==> src/shpl_pkg.sv <==
// Package for the sorted hash pair lookup block.
// Payload structs, operation and status codes, controller state type,
// and the command/status structs between controller and datapath. No dependencies.
package shpl_pkg;

    localparam int KEY_W   = 160;
    localparam int COUNT_W = 11;

    typedef enum logic [1:0] {
        FUNC_CLEAR  = 2'd0,
        FUNC_APPEND = 2'd1,
        FUNC_QUERY  = 2'd2
    } func_t;

    typedef enum logic [1:0] {
        STATUS_OK       = 2'd0,
        STATUS_REJECTED = 2'd1,
        STATUS_FULL     = 2'd2
    } status_t;

    typedef struct packed {
        logic [1:0]  func;
        logic [63:0] key_high;
        logic [63:0] key_mid;
        logic [31:0] key_low;
        logic [63:0] code_high;
        logic [63:0] code_mid;
        logic [31:0] code_low;
    } shpl_req_t;

    typedef struct packed {
        logic               listed;
        logic [1:0]         status;
        logic [COUNT_W-1:0] entry_count;
    } shpl_rsp_t;

    typedef enum logic [2:0] {
        CS_IDLE,
        CS_EXEC,
        CS_SEARCH_RD,
        CS_SEARCH_CMP,
        CS_SCAN_RD,
        CS_SCAN_CMP,
        CS_REPLY
    } ctrl_state_t;

    // controller -> datapath
    typedef struct packed {
        logic capture;     // latch the accepted request
        logic exec;        // apply clear / append, set initial result
        logic srch_init;   // lo = 0, hi = count
        logic rd_mid;      // read entry at midpoint
        logic lo_step;     // lo = mid + 1
        logic hi_step;     // hi = mid
        logic rd_lo;       // read entry at lo (scan)
        logic scan_next;   // lo = lo + 1
        logic set_found;   // listed = 1
        logic finish;      // load output register
    } shpl_cmd_t;

    // datapath -> controller
    typedef struct packed {
        logic [1:0] func;
        logic       table_empty;
        logic       lo_lt_hi;
        logic       lo_lt_cnt;
        logic       prim_lt;
        logic       prim_eq;
        logic       sec_eq;
        logic       out_free;
    } shpl_sts_t;

endpackage

==> src/shpl_ctrl.sv <==
// Controller FSM for the lookup block: sequences exec, binary search and scan.
// Depends on shpl_pkg (state enum, command/status structs).
module shpl_ctrl
    import shpl_pkg::*;
(
    input  logic      clk,
    input  logic      rst_n,
    input  logic      in_valid,
    output logic      in_ready,
    input  shpl_sts_t sts,
    output shpl_cmd_t cmd
);

    ctrl_state_t state_reg;
    ctrl_state_t state_next;

    always_ff @(posedge clk or negedge rst_n)
    begin
        if (!rst_n)
        begin
            state_reg <= CS_IDLE;
        end
        else
        begin
            state_reg <= state_next;
        end
    end

    always_comb
    begin
        state_next = state_reg;
        unique case (state_reg)
            CS_IDLE:
            begin
                if (in_valid)
                    state_next = CS_EXEC;
            end
            CS_EXEC:
            begin
                if (sts.func == FUNC_QUERY && !sts.table_empty)
                    state_next = CS_SEARCH_RD;
                else
                    state_next = CS_REPLY;
            end
            CS_SEARCH_RD:
            begin
                if (sts.lo_lt_hi)
                    state_next = CS_SEARCH_CMP;
                else
                    state_next = CS_SCAN_RD;
            end
            CS_SEARCH_CMP:
            begin
                state_next = CS_SEARCH_RD;
            end
            CS_SCAN_RD:
            begin
                if (sts.lo_lt_cnt)
                    state_next = CS_SCAN_CMP;
                else
                    state_next = CS_REPLY;
            end
            CS_SCAN_CMP:
            begin
                if (!sts.prim_eq || sts.sec_eq)
                    state_next = CS_REPLY;
                else
                    state_next = CS_SCAN_RD;
            end
            CS_REPLY:
            begin
                if (sts.out_free)
                    state_next = CS_IDLE;
            end
            default:
            begin
                state_next = CS_IDLE;
            end
        endcase
    end

    always_comb
    begin
        cmd      = '0;
        in_ready = 1'b0;
        unique case (state_reg)
            CS_IDLE:
            begin
                in_ready    = 1'b1;
                cmd.capture = in_valid;
            end
            CS_EXEC:
            begin
                cmd.exec      = 1'b1;
                cmd.srch_init = 1'b1;
            end
            CS_SEARCH_RD:
            begin
                cmd.rd_mid = sts.lo_lt_hi;
            end
            CS_SEARCH_CMP:
            begin
                cmd.lo_step = sts.prim_lt;
                cmd.hi_step = !sts.prim_lt;
            end
            CS_SCAN_RD:
            begin
                cmd.rd_lo = sts.lo_lt_cnt;
            end
            CS_SCAN_CMP:
            begin
                cmd.set_found = sts.prim_eq && sts.sec_eq;
                cmd.scan_next = sts.prim_eq && !sts.sec_eq;
            end
            CS_REPLY:
            begin
                cmd.finish = sts.out_free;
            end
            default:
            begin
                cmd = '0;
            end
        endcase
    end

endmodule

==> config.mk <==
export PLATFORM = sky130hd
export DESIGN_NAME = shpl_ctrl
export DESIGN_NICKNAME = d
export VERILOG_FILES = /design/src/shpl_pkg.sv /design/src/shpl_ctrl.sv
export SDC_FILE = /design/constraint.sdc
export NUM_CORES = 1
export LEC_CHECK = 0
export BUFFER_PORTS_ARGS = -buffer_cell sky130_fd_sc_hd__buf_2
export CAP_MARGIN = 20
export CORE_AREA = 4 4 41 43
export CTS_BUF_LIST = sky130_fd_sc_hd__clkbuf_4
export CTS_CLUSTER_DIAMETER = 150
export DETAILED_ROUTE_END_ITERATION = 10
export DIE_AREA = 0 0 45 47
export SLEW_MARGIN = 10
export SYNTH_ARGS = -nofsm -noshare
export SYNTH_HDL_FRONTEND = slang
export SYNTH_SLANG_ARGS = --single-unit
==> constraint.sdc <==
create_clock -name clk -period 1.5 [get_ports clk]
set_input_delay 0.225 -clock clk [delete_from_list [all_inputs] [get_ports clk]]
set_output_delay 0.225 -clock clk [all_outputs]
set_load 0.05 [all_outputs]
; ---- After elaboration in Yosys (flattened, before gate mapping)
; Cells that the tools add are included.
[word_totals]
latchBits = 0
ff_bits = 3
inputBits = 12
mem_bits_ro = 0
ram_bits = 0
out_inout_bits = 11
elab_cells = 35
memories = 0
[classes]
n_addsub = 0
multipliers = 0
bitwise_logic = 0
muxes = 15
n_reduce_logical = 10
order_cmp = 0
shift = 0
eq_ne = 9
n_div = 0
[op_table]
columns = cell, count
row1 = $pmux W3 S7, 1
row2 = $mux W3, 4
row3 = $mux W2, 5
row4 = $eq A3 B3 Y1 const B, 3
row5 = $eq A3 B2 Y1 const B, 2
row6 = $mux W1, 5
row7 = $logic_not A1 Y1, 4
row8 = $ne A2 B2 Y1 const B, 2
row9 = $eq A3 B1 Y1 const B, 1
row10 = $logic_and A1 B1 Y1, 3
row11 = $logic_not A3 Y1, 1
row12 = $eq A2 B2 Y1 const B, 1
row13 = $reduce_and A2 Y1, 1
row14 = $logic_or A1 B1 Y1, 1

; ---- Depth between registers and ports, before layout
[logic_depth]
word_depth = 4
mapped_depth = 4
ltp_nobuf = 3

; ---- Worst setup path before layout
; OpenSTA, ideal clock, no wires.
[synth_timing]
path_type = reg-to-output
startpoint = register state_reg[1]
endpoint = output port cmd[9] (netlist bit)
t_arrival_ns = 2.175
required_ns = 1.275
path_stages_with_launch = 4
setup_slack_ns = -0.900
path_cell_list = dfrtp_1 > buf_6 > nor3_1 > and2_1
[synth_rtl]
columns = element, line_no
row1 = from (decl), shpl_ctrl.sv:14  ; ctrl_state_t state_reg;
row2 = from (signal assigned), shpl_ctrl.sv:25  ; state_reg <= state_next;
row3 = to (decl), shpl_ctrl.sv:11  ; output shpl_cmd_t cmd

==> flow_summary.toml <==
[place]
hpwl_um = 718.7
port-buffer-count = 22
gp_congestion = 0.7789

[sta]
hold_viol = 0
fmax_mhz = 639.8
max-slew-margin-rel_pct = 80.43
fin_crit_sh_pct = 104.2
worst_slew_pin_slew_ps = 289.9
setup_viol = 6
rsz0062_at_grt = "true"
final_max_slew_viol_count = 0
finalClockSkew_ps = 6.138
fin_ws_ps = -63.05
min_period_ps = 1563

[die]
core_um2 = 1301
io-pin-count = 23
num_rows = 13
initial_core_util_pct = 23.27
die_w_um = 45
die_area_um2 = 2115
die_h_um = 47

[worst_setup_path]
cp-end-kind = "output port"
critPathKind = "reg -> out"
max_stage_delay_ps = 420
critPathRequiredTime_ps = 1270
start_kind = "flop"
crit_chain = "clkinvlp_4 -> nor3_4 -> buf_6"
cp.arrival_ps = 1340
path_max_fanout = 7
slowest_stage = "dfrtp_2"
path_buf_inv = 2
cp_top_family = "buffers and inverters"

[run_status]
status = "complete, but fails checks"
violations = "negative setup slack"

[detailed_routing]
wl_per_cell_um = 11.92
drc = 0
drt-vias-per-instance = 4.807
drtIter0Drc = 18
wl_um = 1049
num_vias = 423
postRouteAntennaNets = 0
drt_first_pass_iters = 4

[synthesis]
syn_area_um2 = 302.8
synth-edff-count = 0
postSynthAreaPerCell_um2 = 7.385
ys_dominant_reg_cell = "dfrtp_1"
async_flop_share_pct = 100.0
ys_types = 21
synth_top_cells_by_count = "6 x nor3_1, 4 x inv_1, 4 x nand2_1"
yosysSeqAreaShare_pct = 24.79
yosysMostFrequentCell = "nor3_1"
yosysWarnings = 0
syn_nets = 53
yosysTopAreaCell = "dfrtp_1"
netlist_instances = 41
synth_top_cells_by_area = "dfrtp_1 25%, nor3_1 9.9%, buf_6 7.4%"
synth_top_area_share_pct = 24.79
ys_ff_latch = 3

[clock_network]
cts_tree = "yes"
clock_tree.root_cell = "clkbuf_4"
cts.path.max_buffers = 2
cts.htree.levels = 1
cts_made_buffers = 3
clock-sinks = 3
path_clk_slew_ps = 40
worstSkewPairLatency_ps = 240

[power]
total_power_uw = 1503
p_per_area_nw_per_um2 = 2177
leakage_uw = 0.0003223
vdd_drop_max_mv = 1.102

[cells_and_area]
diodes = 0
nNetsFinal = 86
largest_reg_flops = 3
finish.utilization_pct = 53.08
syn2layout_area_growth_pct = 128.1
drive_gt1_share_pct = 71.23
final.fill_count = 132

[global_route]
grt_max_degree = 9
grt_overflow = 0
grt_pass1_vias = 397
antenna_found_initial = 0
grtUsageTotal_pct = 10.59
grt_pass1_wl_um = 1559

[hold_path]
hp-class = "in -> async"

[job]
cap_violations = 0
[timing repair]
item | 4_1_cts | 5_1_grt
buffers inserted | 3 | 1
hold buffers | 1 | 0
resized for setup | 22 | 16
hold endpoints to repair | 3 | 0
setup endpoints to repair | 10 | 9
pin swaps | 3 | 5
[cells by family after synthesis]
kind of cell    share of synthesized area [%]
compound gates                          16.53
buf+inv                                 17.35
simple gates                            41.33
flops                                   24.79
[routing by layer]
layer / vias up / routed length, um / GRT usage (%)
met2: 26 / 504 / 15.54
met1: 187 / 409 / 12.30
li1: 208 / - / -
met5: - / 0 / 0
met3: 2 / 109 / 2.682
met4: 0 / 25 / 10.53
[power by group]
part           switching, uW  total (uW)  internal [uW]
clock network           48.6         167            118
registers                102         234            131
logic                    609        1100            494
total                    760        1500            744
[final cells by class]
type | count | area [um^2] | area share [%]
timing repair buffer | 32 | 267.8 | 38.77
tap | 15 | 18.77 | 2.717
clock buffer | 4 | 30.03 | 4.348
sequential | 3 | 78.83 | 11.41
inverter | 4 | 18.77 | 2.717
multi-input combinational | 30 | 276.5 | 40.04
[layout by cell type, fill, tap and decap left out, types with 3 or more instances in the layout]
cell / count
clkbuf_4: 4
buf_4: 7
nor3_4: 6
dfrtp_2: 3
buf_6: 12
buf_2: 11
inv_1: 3
[worst reg2reg max path, cell delays in order (launching register included)]
cell and delay (ps):
dfrtp_2 500, or4_1 530, o21ai_1 90, a21oi_1 50
[metrics by stage]
step                cells  setup TNS (ps)  hold slack, ps  worst slack, ps  instance area (um^2)
floorplan              41          -327.3          -70.59           -213.2                 374.1
global route           88          -766.6           313.9           -125.1                 690.7
CTS                    87          -72.38           296.9           -20.96                 624.3
detailed placement     79               0           21.29            4.146                 499.2
global placement       79               0           21.48            72.69                 499.2
finish                 88          -240.6           302.0           -63.05                 690.7
[final timing paths]
kind                       depth (start not counted)                  endpoint  slack (ps)                     start
max in group asynchronous                          2  state_reg[1]$_DFFE_PN0P_        1080                     rst_n
min in group clk                                   4  state_reg[2]$_DFFE_PN0P_         340                    sts[0]
setup / recovery                                   3                    cmd[5]         -60  state_reg[1]$_DFFE_PN0P_
hold / removal                                     2  state_reg[0]$_DFFE_PN0P_         300                     rst_n
hold reg to reg                                    2  state_reg[0]$_DFFE_PN0P_         680  state_reg[1]$_DFFE_PN0P_
setup reg to reg                                   3  state_reg[2]$_DFFE_PN0P_         190  state_reg[0]$_DFFE_PN0P_
(Power assumes the default switching activity.)
